--- src/hdl/b2p_pkg.sv ---
package b2p_pkg;

    localparam int MAX_PLANES       = 4;
    localparam int MAX_GROUP_BYTES  = 32;
    localparam int PIXEL_COUNT_BITS = 20;

    localparam int BYTE_W     = 8;
    localparam int PIX_W      = 4;
    localparam int PC_W       = 3;
    localparam int GB_W       = 6;
    localparam int IMG_W      = 20;
    localparam int CFG_DATA_W = 20;
    localparam int CFG_IDX_W  = 2;
    localparam int IMG_PAD_W  = 24;

    localparam int PLANE_W = (MAX_PLANES > 1) ? $clog2(MAX_PLANES) : 1;
    localparam int M_W     = (MAX_GROUP_BYTES > 1) ? $clog2(MAX_GROUP_BYTES) : 1;
    localparam int LANES   = (MAX_PLANES > 1) ? MAX_PLANES - 1 : 1;
    localparam int ROW_W   = LANES * BYTE_W;
    localparam int USED_W  = PIXEL_COUNT_BITS + 2;

    localparam int QUEUE_DEPTH = 4;
    localparam int Q_AW        = $clog2(QUEUE_DEPTH);
    localparam int QCNT_W      = $clog2(QUEUE_DEPTH + 1);

    localparam logic [PC_W-1:0]  PC_RESET  = PC_W'(MAX_PLANES);
    localparam logic [GB_W-1:0]  GB_RESET  = GB_W'(MAX_GROUP_BYTES);
    localparam logic [IMG_W-1:0] IMG_RESET = '0;

    typedef enum logic [CFG_IDX_W-1:0] {
        CFG_PLANE_COUNT  = 2'd0,
        CFG_GROUP_BYTES  = 2'd1,
        CFG_BIT_ORDER    = 2'd2,
        CFG_IMAGE_PIXELS = 2'd3
    } cfg_idx_t;

    // effective settings, already clamped
    typedef struct packed {
        logic [PC_W-1:0]             pc;
        logic [GB_W-1:0]             gb;
        logic                        lsb_first;
        logic [PIXEL_COUNT_BITS-1:0] pixels;
        logic                        restart;
    } cfg_t;

    // one last-plane byte and the stored bytes of the leading planes
    typedef struct packed {
        logic [ROW_W-1:0]  row;
        logic [BYTE_W-1:0] byte_val;
        logic [PC_W-1:0]   pc;
        logic              lsb_first;
        logic              img_last;
    } job_t;

    function automatic logic [PIX_W-1:0] pixel_of(job_t j, logic [2:0] pos);
        logic [PIX_W-1:0]  idx;
        logic [BYTE_W-1:0] src;
        logic [PC_W-1:0]   sh;
        idx = '0;
        for (int k = 0; k < MAX_PLANES; k++) begin
            if (PC_W'(k + 1) == j.pc) begin
                src = j.byte_val;
            end
            else if (k < LANES) begin
                src = j.row[k*BYTE_W +: BYTE_W];
            end
            else begin
                src = '0;
            end
            sh = j.lsb_first ? PC_W'(k) : PC_W'(j.pc - PC_W'(k + 1));
            if ((PC_W'(k) < j.pc) && (sh < PC_W'(PIX_W))) begin
                idx[sh[$clog2(PIX_W)-1:0]] = src[3'd7 - pos];
            end
        end
        return idx;
    endfunction

endpackage

--- src/hdl/b2p_cfg.sv ---
module b2p_cfg
    import b2p_pkg::*;
(
    input  logic                  clk,
    input  logic                  rst_n,
    input  logic                  cfg_valid,
    output logic                  cfg_ready,
    input  logic [CFG_IDX_W-1:0]  cfg_index,
    input  logic [CFG_DATA_W-1:0] cfg_data,
    output cfg_t                  cfg
);

    logic [PC_W-1:0]  pc_reg;
    logic [GB_W-1:0]  gb_reg;
    logic             order_reg;
    logic [IMG_W-1:0] img_reg;
    logic             wr;
    logic [IMG_PAD_W-1:0] img_pad;

    assign cfg_ready = 1'b1;
    assign wr        = cfg_valid;

    always_ff @(posedge clk or negedge rst_n)
    begin
        if (!rst_n)
        begin
            pc_reg    <= PC_RESET;
            gb_reg    <= GB_RESET;
            order_reg <= 1'b0;
            img_reg   <= IMG_RESET;
        end
        else if (wr)
        begin
            case (cfg_idx_t'(cfg_index))
                CFG_PLANE_COUNT:  pc_reg    <= cfg_data[PC_W-1:0];
                CFG_GROUP_BYTES:  gb_reg    <= cfg_data[GB_W-1:0];
                CFG_BIT_ORDER:    order_reg <= cfg_data[0];
                CFG_IMAGE_PIXELS: img_reg   <= cfg_data[IMG_W-1:0];
                default: ;
            endcase
        end
    end

    always_comb
    begin
        img_pad = IMG_PAD_W'(img_reg);
        if (pc_reg == '0)
            cfg.pc = PC_W'(1);
        else if (pc_reg > PC_W'(MAX_PLANES))
            cfg.pc = PC_W'(MAX_PLANES);
        else
            cfg.pc = pc_reg;
        if (gb_reg == '0)
            cfg.gb = GB_W'(1);
        else if (gb_reg > GB_W'(MAX_GROUP_BYTES))
            cfg.gb = GB_W'(MAX_GROUP_BYTES);
        else
            cfg.gb = gb_reg;
        cfg.lsb_first = order_reg;
        cfg.pixels    = img_pad[PIXEL_COUNT_BITS-1:0];
        // every index of the map is a real register, so any write restarts
        cfg.restart   = wr;
    end

endmodule

--- src/hdl/b2p_front.sv ---
module b2p_front
    import b2p_pkg::*;
(
    input  logic              clk,
    input  logic              rst_n,
    input  cfg_t              cfg,
    input  logic              push,
    output logic              full,
    input  logic [BYTE_W-1:0] data_byte,
    input  logic [QCNT_W-1:0] q_count,
    output logic              q_push,
    output job_t              q_job
);

    logic [PLANE_W-1:0] plane_reg, plane_next;
    logic [M_W-1:0]     m_reg, m_next;
    logic [USED_W-1:0]  used_reg, used_next;

    logic               s1_valid_reg;
    logic [BYTE_W-1:0]  s1_byte_reg;
    logic [PC_W-1:0]    s1_pc_reg;
    logic               s1_order_reg;
    logic               s1_last_reg;
    logic [ROW_W-1:0]   rd_row_reg;

    logic [ROW_W-1:0]   store_mem [MAX_GROUP_BYTES];

    logic [USED_W-1:0]  grp_px;
    logic [USED_W-1:0]  next_end;
    logic [USED_W-1:0]  pix_ext;
    logic               drop;
    logic               accept;
    logic               last_plane;
    logic               m_last;
    logic               wr_en;
    logic               rd_en;
    logic               final_grp;

    always_comb
    begin
        grp_px     = USED_W'(cfg.gb) << 3;
        next_end   = used_reg + grp_px;
        pix_ext    = USED_W'(cfg.pixels);
        // frame done, or no whole group fits
        drop       = next_end > pix_ext;
        final_grp  = (next_end + grp_px) > pix_ext;
        last_plane = (PC_W'(plane_reg) + PC_W'(1)) == cfg.pc;
        m_last     = (GB_W'(m_reg) + GB_W'(1)) == cfg.gb;
        full       = (QCNT_W'(q_count + QCNT_W'(s1_valid_reg))) >= QCNT_W'(QUEUE_DEPTH);
        accept     = push && !full;
        wr_en      = accept && !drop && !last_plane;
        rd_en      = accept && !drop && last_plane;

        plane_next = plane_reg;
        m_next     = m_reg;
        used_next  = used_reg;
        if (cfg.restart)
        begin
            plane_next = '0;
            m_next     = '0;
            used_next  = '0;
        end
        else if (accept && !drop)
        begin
            if (m_last)
            begin
                m_next = '0;
                if (last_plane)
                begin
                    plane_next = '0;
                    used_next  = next_end;
                end
                else
                begin
                    plane_next = plane_reg + PLANE_W'(1);
                end
            end
            else
            begin
                m_next = m_reg + M_W'(1);
            end
        end
    end

    always_ff @(posedge clk or negedge rst_n)
    begin
        if (!rst_n)
        begin
            plane_reg    <= '0;
            m_reg        <= '0;
            used_reg     <= '0;
            s1_valid_reg <= 1'b0;
        end
        else
        begin
            plane_reg    <= plane_next;
            m_reg        <= m_next;
            used_reg     <= used_next;
            s1_valid_reg <= rd_en;
        end
    end

    always_ff @(posedge clk)
    begin
        if (rd_en)
        begin
            s1_byte_reg  <= data_byte;
            s1_pc_reg    <= cfg.pc;
            s1_order_reg <= cfg.lsb_first;
            s1_last_reg  <= final_grp && m_last;
        end
    end

    // row per byte position, one byte lane per leading plane
    always_ff @(posedge clk)
    begin
        if (wr_en)
            store_mem[m_reg][plane_reg*BYTE_W +: BYTE_W] <= data_byte;
        if (rd_en)
            rd_row_reg <= store_mem[m_reg];
    end

    always_comb
    begin
        q_push          = s1_valid_reg;
        q_job.row       = rd_row_reg;
        q_job.byte_val  = s1_byte_reg;
        q_job.pc        = s1_pc_reg;
        q_job.lsb_first = s1_order_reg;
        q_job.img_last  = s1_last_reg;
    end

endmodule

--- src/hdl/b2p_fifo.sv ---
module b2p_fifo
    import b2p_pkg::*;
(
    input  logic              clk,
    input  logic              rst_n,
    input  logic              wr,
    input  job_t              wr_job,
    input  logic              rd,
    output job_t              rd_job,
    output logic              q_empty,
    output logic [QCNT_W-1:0] count
);

    job_t              q_mem [QUEUE_DEPTH];
    logic [Q_AW-1:0]   wr_ptr_reg;
    logic [Q_AW-1:0]   rd_ptr_reg;
    logic [QCNT_W-1:0] count_reg;
    logic              do_rd;

    assign q_empty = (count_reg == '0);
    assign count   = count_reg;
    assign rd_job  = q_mem[rd_ptr_reg];
    assign do_rd   = rd && !q_empty;

    always_ff @(posedge clk or negedge rst_n)
    begin
        if (!rst_n)
        begin
            wr_ptr_reg <= '0;
            rd_ptr_reg <= '0;
            count_reg  <= '0;
        end
        else
        begin
            if (wr)
                wr_ptr_reg <= wr_ptr_reg + Q_AW'(1);
            if (do_rd)
                rd_ptr_reg <= rd_ptr_reg + Q_AW'(1);
            if (wr && !do_rd)
                count_reg <= count_reg + QCNT_W'(1);
            else if (!wr && do_rd)
                count_reg <= count_reg - QCNT_W'(1);
        end
    end

    always_ff @(posedge clk)
    begin
        if (wr)
            q_mem[wr_ptr_reg] <= wr_job;
    end

endmodule

--- src/hdl/b2p_back.sv ---
module b2p_back
    import b2p_pkg::*;
(
    input  logic             clk,
    input  logic             rst_n,
    input  job_t             q_job,
    input  logic             q_empty,
    output logic             q_pop,
    output logic             empty,
    input  logic             pop,
    output logic [PIX_W-1:0] pixel_index,
    output logic             run_last,
    output logic             image_last
);

    job_t             job_reg;
    logic             job_valid_reg;
    logic [2:0]       cnt_reg;
    logic             out_valid_reg;
    logic [PIX_W-1:0] pix_reg;
    logic             run_last_reg;
    logic             img_last_reg;
    logic             advance;
    logic             take;

    always_comb
    begin
        advance = job_valid_reg && (!out_valid_reg || pop);
        take    = !job_valid_reg || (advance && (cnt_reg == 3'd7));
        q_pop   = take && !q_empty;
    end

    always_ff @(posedge clk or negedge rst_n)
    begin
        if (!rst_n)
        begin
            job_valid_reg <= 1'b0;
            cnt_reg       <= '0;
            out_valid_reg <= 1'b0;
        end
        else
        begin
            if (advance)
                out_valid_reg <= 1'b1;
            else if (pop)
                out_valid_reg <= 1'b0;
            if (take)
            begin
                job_valid_reg <= !q_empty;
                cnt_reg       <= '0;
            end
            else if (advance)
            begin
                cnt_reg <= cnt_reg + 3'd1;
            end
        end
    end

    always_ff @(posedge clk)
    begin
        if (take)
            job_reg <= q_job;
        if (advance)
        begin
            pix_reg      <= pixel_of(job_reg, cnt_reg);
            run_last_reg <= (cnt_reg == 3'd7);
            img_last_reg <= (cnt_reg == 3'd7) && job_reg.img_last;
        end
    end

    assign empty       = !out_valid_reg;
    assign pixel_index = pix_reg;
    assign run_last    = run_last_reg;
    assign image_last  = img_last_reg;

endmodule

--- src/hdl/bitplane_to_pixel_index_unit.sv ---
// Channel  Direction  Handshake             Payload
// input    in         push / full           data_byte[7:0]
// result   out        empty / pop           pixel_index[3:0], run_last, image_last
// config   in         cfg_valid / cfg_ready cfg_index[1:0], cfg_data[19:0]
//
// A byte of a leading plane is written to the plane store; a last-plane byte
// yields eight items at one per cycle from the serialiser while the result side
// does not stall, so throughput is set by that unit. A last-plane byte passes
// the front stage registers, job queue, job register and output register.
// Reset clears counters and queue; the plane store holds stale data.
// A stalled result side fills the four-entry job queue, then raises full.
module bitplane_to_pixel_index_unit
    import b2p_pkg::*;
(
    input  logic                  clk,
    input  logic                  rst_n,
    input  logic                  push,
    output logic                  full,
    input  logic [BYTE_W-1:0]     data_byte,
    output logic                  empty,
    input  logic                  pop,
    output logic [PIX_W-1:0]      pixel_index,
    output logic                  run_last,
    output logic                  image_last,
    input  logic                  cfg_valid,
    output logic                  cfg_ready,
    input  logic [CFG_IDX_W-1:0]  cfg_index,
    input  logic [CFG_DATA_W-1:0] cfg_data
);

    cfg_t              cfg;
    job_t              push_job;
    job_t              head_job;
    logic              q_push;
    logic              q_pop;
    logic              q_empty;
    logic [QCNT_W-1:0] q_count;

    // register file; any write restarts the frame
    b2p_cfg u_cfg (
        .clk       (clk),
        .rst_n     (rst_n),
        .cfg_valid (cfg_valid),
        .cfg_ready (cfg_ready),
        .cfg_index (cfg_index),
        .cfg_data  (cfg_data),
        .cfg       (cfg)
    );

    // front: group position, frame bound, plane store, job build
    b2p_front u_front (
        .clk       (clk),
        .rst_n     (rst_n),
        .cfg       (cfg),
        .push      (push),
        .full      (full),
        .data_byte (data_byte),
        .q_count   (q_count),
        .q_push    (q_push),
        .q_job     (push_job)
    );

    // decouples the byte side from the pixel side
    b2p_fifo u_fifo (
        .clk     (clk),
        .rst_n   (rst_n),
        .wr      (q_push),
        .wr_job  (push_job),
        .rd      (q_pop),
        .rd_job  (head_job),
        .q_empty (q_empty),
        .count   (q_count)
    );

    // back: eight pixels per job, MSB first, into the output register
    b2p_back u_back (
        .clk         (clk),
        .rst_n       (rst_n),
        .q_job       (head_job),
        .q_empty     (q_empty),
        .q_pop       (q_pop),
        .empty       (empty),
        .pop         (pop),
        .pixel_index (pixel_index),
        .run_last    (run_last),
        .image_last  (image_last)
    );

endmodule
--- config.mk ---
export PLATFORM = sky130hd
export DESIGN_NAME = bitplane_to_pixel_index_unit
export DESIGN_NICKNAME = d
export VERILOG_FILES = /design/src/hdl/b2p_pkg.sv /design/src/hdl/b2p_cfg.sv /design/src/hdl/b2p_front.sv /design/src/hdl/b2p_fifo.sv /design/src/hdl/b2p_back.sv /design/src/hdl/bitplane_to_pixel_index_unit.sv
export SDC_FILE = /design/constraint.sdc
export NUM_CORES = 1
export LEC_CHECK = 0
export BUFFER_PORTS_ARGS = -buffer_cell sky130_fd_sc_hd__buf_2
export CORE_UTILIZATION = 45
export DETAILED_ROUTE_END_ITERATION = 7
export PLACE_DENSITY = 0.58
export SLEW_MARGIN = 10
export SYNTH_ARGS = -nofsm -noshare
export SYNTH_HDL_FRONTEND = slang
export SYNTH_SLANG_ARGS = --single-unit
--- constraint.sdc ---
create_clock -name clk -period 15.95 [get_ports clk]
set_input_delay 3.9875 -clock clk [delete_from_list [all_inputs] [get_ports clk]]
set_output_delay 3.9875 -clock clk [all_outputs]
set_load 0.05 [all_outputs]
== Yosys cells after proc, flatten, opt, wreduce, memory -nomap -nowiden ==
Memory sizes are Yosys's and may differ from the RTL's. A register that Yosys moved wholly into a read port is not among the register bits.
Index checks and enable logic that the tools add are counted.
W data, S select, Z words.
Storage, ports and cells
  input bits: 35
  register bits: 91
  output and inout port bits: 9
  logic and storage cells: 185
  latch bits: 0
  bits in writable memories: 916
  memory bits (read-only): 0
  memories kept: 2
Memories
  u_front.store_mem: depth 32, width 24, rd ports 1, clocked after memory_dff 1, write ports 1, RTL line b2p_front.sv:26  | logic [ROW_W-1:0] store_mem [MAX_GROUP_BYTES];
  u_fifo.q_mem: depth 4, width 37, rd ports 1, clocked after memory_dff 1, write ports 1, RTL line b2p_fifo.sv:14  | job_t q_mem [QUEUE_DEPTH];
Cells by class
  add/sub/neg operators: 18
  div/mod/pow operators: 0
  equality and inequality tests: 10
  shifts and indexed selects: 2
  reduce and logical (&&, ||, !) cells: 46
  bitwise gates (word level): 1
  multiply operators: 0
  $lt $le $gt $ge: 22
  muxes and demuxes: 63
Operators by type and width (number)
  $mux W22: 4
  $mux W8: 8
  $add A22 B9 Y22: 2
  $gt A22 B20 Y1: 2
  $neg A5 Y34: 1
  $shift A8 B34 Y24 const A: 1
  $shiftx A8 B34 Y24: 1
  $mux W3: 10
  $mux W4: 7
  $mux W24: 1
  $logic_and A1 B1 Y1: 20
  $mux W5: 3
  $mux W1: 13
  $bmux W1 S3: 4
  $bwmux W4: 3
  $lt A2 B3 Y1 const B: 4
  $lt A3 B3 Y1 const B: 4
  $mux W6: 2
  $reduce_bool A2 Y1: 6
  $reduce_and A2 Y1: 5
  $demux W1 S2: 4
  $ge A2 B1 Y1 const B: 4
  $logic_not A1 Y1: 8
  $mux W2: 4
  other kinds (30): 41

== Longest topological paths before layout ==
  word-level depth: 17
  mapped depth: 25
  mapped depth without buffers: 25

== By module ==
A second synthesis with hierarchy kept.
Second synthesis, totals
  cell total of the unflattened synthesis: 2282
  area total of the unflattened synthesis: 43324.1 um2
By module, submodules not included
  b2p_front: area an instance 33906.3 um2, cells each 1778, instances 1
  b2p_fifo: area an instance 5723.0 um2, cells each 227, instances 1
  b2p_back: area an instance 2471.1 um2, cells each 195, instances 1
  b2p_cfg: area an instance 1223.7 um2, cells each 82, instances 1

== Worst setup path before layout ==
OpenSTA, ideal clock, no wires.
  kind: in2reg
  start: in pop
  end: reg u_fifo.count_reg[1], in the netlist u_fifo.count[1]
  stages on the path: 8
  slack: 7.506 ns
  arrival time: 8.319 ns
  path buffers: 0
  cell sequence: nor2_1 -> o21ai_0 -> o31a_1 -> inv_1 -> ha_1 -> inv_1 -> fa_1 -> mux2_2
On the way
  cells in the longest elaborated chain, start to end: 9
RTL lines
  start, declared: RTL line bitplane_to_pixel_index_unit.sv:21  | input logic pop,
  $logic_or A1 B1 Y1 *: RTL line b2p_back.sv:28  | advance = job_valid_reg && (!out_valid_reg || pop);
  $logic_and A1 B1 Y1 *: RTL line b2p_back.sv:28
  $logic_and A1 B1 Y1 *: RTL line b2p_back.sv:29  | take = !job_valid_reg || (advance && (cnt_reg == 3'd7));
  $logic_or A1 B1 Y1 *: RTL line b2p_back.sv:29
  $logic_and A1 B1 Y1 *: RTL line b2p_back.sv:30  | q_pop = take && !q_empty;
  $logic_and A1 B1 Y1 *: RTL line b2p_fifo.sv:23  | assign do_rd = rd && !q_empty;
  $logic_not A1 Y1: RTL line b2p_fifo.sv:39  | if (wr && !do_rd)
  $logic_and A1 B1 Y1: RTL line b2p_fifo.sv:39
  $mux W3 or $reduce_bool A2 Y1 (tied branches)
  end signal, assigned: RTL line b2p_fifo.sv:40  | count_reg <= count_reg + QCNT_W'(1);
  end signal, assigned: RTL line b2p_fifo.sv:42  | count_reg <= count_reg - QCNT_W'(1);
  end, declared: RTL line b2p_fifo.sv:17  | logic [QCNT_W-1:0] count_reg;
Every way passes the cells marked *; elsewhere a longest branch is shown, timed or not.
A chain may end at the register's enable or synchronous reset.

== Worst setup path after layout ==
  start: reg u_cfg.gb_reg[1]
  end: mem u_front.store_mem[17][21] (netlist bit), enable pin
On the way
  cells in the longest elaborated chain, start to end: 10
RTL lines
  start, declared: RTL line b2p_cfg.sv:14  | logic [GB_W-1:0] gb_reg;
  start signal, assigned: RTL line b2p_cfg.sv:36  | CFG_GROUP_BYTES: gb_reg <= cfg_data[GB_W-1:0];
  $gt A6 B6 Y1: RTL line b2p_cfg.sv:55  | else if (gb_reg > GB_W'(MAX_GROUP_BYTES))
  $mux W6: RTL line b2p_cfg.sv:55
  $mux W6 *: RTL line b2p_cfg.sv:53  | if (gb_reg == '0)
  $add A22 B9 Y22 *: RTL line b2p_front.sv:42  | next_end = used_reg + grp_px;
  $gt A22 B20 Y1 *: RTL line b2p_front.sv:45  | drop = next_end > pix_ext;
  $logic_not A1 Y1 *: RTL line b2p_front.sv:51  | wr_en = accept && !drop && !last_plane;
  $logic_and A1 B1 Y1 * (2 in series): RTL line b2p_front.sv:51
  $mux W1 *: RTL line b2p_front.sv:117  | if (wr_en)
  $mux W24 (not written as such) *: RTL line b2p_front.sv:118  | store_mem[m_reg][plane_reg*BYTE_W +: BYTE_W] <= data_byte;
  end, declared: RTL line b2p_front.sv:26
Marked as above.

==> key figures <==
CTS
  – CTS tree: done
  – CTS root buf: clkbuf_16
  – Post-cts resize count: 0
  – Sinks on the clock net: 1065
  – Cts bufs inserted: 108
  – CTS Hold Bufs: 0
  – H-tree Lvls: 3
  – Clk buf depth: 3
  – Clk Latency, worst-skew pair: 700 ps
  – Postcts setup bufs: 0
  – Clock-pin slew on the worst setup and hold paths: 60 ps

Worst setup path
  – WP data arrival: 6920 ps
  – CP Capture Type: register
  – Critical path peak fanout: 32
  – Crit Path Class: reg2reg
  – Crit start category: register
  – Req. time, crit path: 16270 ps

Die
  – Site Rows: 113
  – Initial core utilization: 0.4531
  – IO Count: 44
  – Chip Width: 311.1 um
  – Die area: 96770 um2
  – Die height: 311.1 um
  – Core Box Area: 94870 um2

Place
  – Post-DP HPWL: 66020 um
  – Instance area at placement: 44650 um2
  – Global placement routability congestion: 0.8723
  – IO buf count: 42

Global route
  – Largest net degree at the start of global routing: 108
  – Initial antenna violation count: 4
  – First-pass GRT wire length: 155800 um
  – GR Overflow Total: 0
  – Vias in the first global route: 22031
  – Gr usage total: 0.2213

Timing
  – Setup TNS: 0 ps
  – Minimum clock period: 6609 ps
  – Max-slew headroom: 0.3105
  – Worst Tran Pin Value: 1034 ps
  – Count of final setup violators: 0
  – Slew Limit Fails: 0
  – FMAX: 0.1513 GHz
  – Hold Fails Final Rpt: 0
  – RSZ-0062 raised after global routing: false
  – Clk_skew: 43.52 ps
  – Tcrit/Tclk final: 0.4144

Synthesis
  – Sequential fraction of the synthesis area: 0.7360
  – Top_reg_cell synth: edfxtp_1
  – Distinct cell type count after synthesis: 68
  – Number of enable flip-flop cells after synthesis: 996
  – Yosys reg bits: 1065
  – Syn Inst Count: 2258
  – Syn Nets: 2366
  – Post-synthesis instance area: 42990 um2
  – Mean post-synth cell area: 19.04 um2
  – Warnings, synthesis: 0
  – Async set or reset register ratio after synthesis: 0.06479

Finish
  – Multi-input combinational cell area: 10810 um2
  – Final instance area: 48360 um2
  – Final net count: 2435
  – Final core occ: 0.5097
  – Layout cells sized above 1: 0.2366
  – # fillers: 7452
  – Max reg flops: 768
  – Area Growth Syn to Fin: 12.49%
  – Register area: 31650 um2

Routing
  – Post-Route WL: 105900 um
  – DR vias: 21997
  – Vias per Instance: 5.968
  – WL per Instance: 28.72 um
  – Drt initial violations: 2040
  – Post-route DRC: 0
  – Drt first pass iters: 7
  – Detail Route Antenna Nets: 0

Power
  – Total Power: 6.754 mW
  – Power per cell area: 139.7 nW/um2
  – Leakage: 15.42 nW
  – Worst vdd ir: 88.11 uV

Run
  – Max-cap violation count: 0

Hold path
  – Worst min path class: reg2reg

Run status
  – Status: complete, no violations
-- through the flow --
step,cells,setup slack (ps),hold slack [ps]
after CTS,3683,9409,471.6
after floorplan,2258,7506,421.0
after global placement,3482,8958,438.9
after global routing,3683,8782,479.9
after detailed placement,3482,8940,463.8
final,3686,9341,470.3
-- power by group --
group | switching, mW | internal [mW] | total [mW]
combinational | 0.491 | 0.398 | 0.889
sequential | 0.0892 | 3.17 | 3.25
clock | 1.09 | 1.52 | 2.61
-- layout by cell type (no fill, tap or decap), drive strengths merged, types with 4 or more instances in the layout --
master and count:
edfxtp 996, mux4 237, nor2 156, clkbuf 126, a22oi 92, nand2 77
ha 70, buf 68, dfrtp 67, inv 53, a21oi 47, clkinv 44
mux2 42, nand4 35, and2 34, nand3 28, o21ai 25, xnor2 24
xor2 16, nor2b 15, bufinv 15, clkinvlp 12, nor3b 12, nand2b 11
mux2i 10, nor3 9, or3 8, nor4 8, o211ai 7, or2 7
a211oi 6, a31oi 5, nand3b 5, o21bai 4
-- cell families (layout without fill, tap and decap cells) --
| logic type | Yosys count | in the layout | synth area share |
|---|---|---|---|
| AOI/OAI and AO/OA | 215 | 215 | 0.03397 |
| DFF | 1065 | 1065 | 0.7360 |
| adders and majority gates | 73 | 73 | 0.02177 |
| other | 1 | 4 | 0.00008723 |
| buffers and inverters | 158 | 318 | 0.01426 |
| muxes | 289 | 289 | 0.1375 |
| and+or+nand+nor | 415 | 415 | 0.04724 |
| xor gates and xnor gates | 42 | 42 | 0.009226 |
-- critical path: stages (launching register included) --
cell and delay [ps]:
dfrtp_1 430, nor4_1 300, o21bai_1 150, inv_1 110, ha_1 200, inv_1 70
fa_1 400, nand2b_1 180, a21oi_1 340, o21ai_1 300, or2_2 400, xnor2_1 320
ha_1 310, nand2_1 130, nor4_1 80, a2111oi_0 370, nand4_1 160, o21a_1 190
nor2_1 590, nand3_1 210, buf_4 320, nor2_1 630
-- worst paths after layout --
check | startpoint | endpoint | slack [ps] | cells past startpoint
setup / recovery | u_cfg.gb_reg[1]$_DFFE_PN0P_ | u_front.store_mem[17][21]$_DFFE_PP_ | 9340 | 21
hold / removal | u_cfg.order_reg$_DFFE_PN0P_ | u_front.s1_order_reg$_DFFE_PP_ | 470 | 0
setup reg to reg | u_cfg.gb_reg[1]$_DFFE_PN0P_ | u_front.store_mem[17][21]$_DFFE_PP_ | 9340 | 21
hold reg to reg | u_cfg.order_reg$_DFFE_PN0P_ | u_front.s1_order_reg$_DFFE_PP_ | 470 | 0
max in group asynchronous | rst_n | u_fifo.rd_ptr_reg[0]$_DFFE_PN0P_ | 11780 | 1
min in group asynchronous | rst_n | u_cfg.img_reg[8]$_DFFE_PN0P_ | 3420 | 1
-- layer usage --
layer / vias up / routed length, um / global-route usage
li1: 9259 / - / -
met1: 11564 / 45560 / 0.3222
met2: 982 / 48430 / 0.3336
met3: 190 / 7876 / 0.03906
met4: 2 / 3974 / 0.08677
met5: - / 13 / 0
-- Yosys cell counts, drive strengths merged (4+ instances only) --
| cell | count | share of area |
|---|---|---|
| a211oi | 6 | 0.0010 |
| a21oi | 47 | 0.0055 |
| a22oi | 92 | 0.016 |
| a31oi | 5 | 0.00073 |
| and2 | 34 | 0.0049 |
| buf | 34 | 0.0034 |
| clkbuf | 75 | 0.0065 |
| dfrtp | 67 | 0.039 |
| edfxtp | 996 | 0.70 |
| ha | 70 | 0.020 |
| inv | 49 | 0.0043 |
| mux2 | 42 | 0.011 |
| mux2i | 10 | 0.0023 |
| mux4 | 237 | 0.12 |
| nand2 | 77 | 0.0067 |
| nand2b | 11 | 0.0016 |
| nand3 | 28 | 0.0033 |
| nand3b | 5 | 0.00087 |
| nand4 | 35 | 0.0051 |
| nor2 | 156 | 0.014 |
| nor2b | 15 | 0.0022 |
| nor3 | 9 | 0.0010 |
| nor3b | 12 | 0.0021 |
| nor4 | 8 | 0.0013 |
| o211ai | 7 | 0.0012 |
| o21ai | 25 | 0.0029 |
| o21bai | 4 | 0.00070 |
| or2 | 7 | 0.0010 |
| or3 | 8 | 0.0012 |
| xnor2 | 24 | 0.0049 |
| xor2 | 16 | 0.0033 |
-- final cells by class --
cell class                 count  area share
inverter                      49    0.003804
sequential                  1065      0.6544
clock inverter                75     0.01801
antenna                        3   0.0001552
timing repair buffer          68    0.008694
tap                         1265     0.03273
clock buffer                 126     0.05858
multi-input combinational   1035      0.2236
Power figures use the tool's default switching activity.
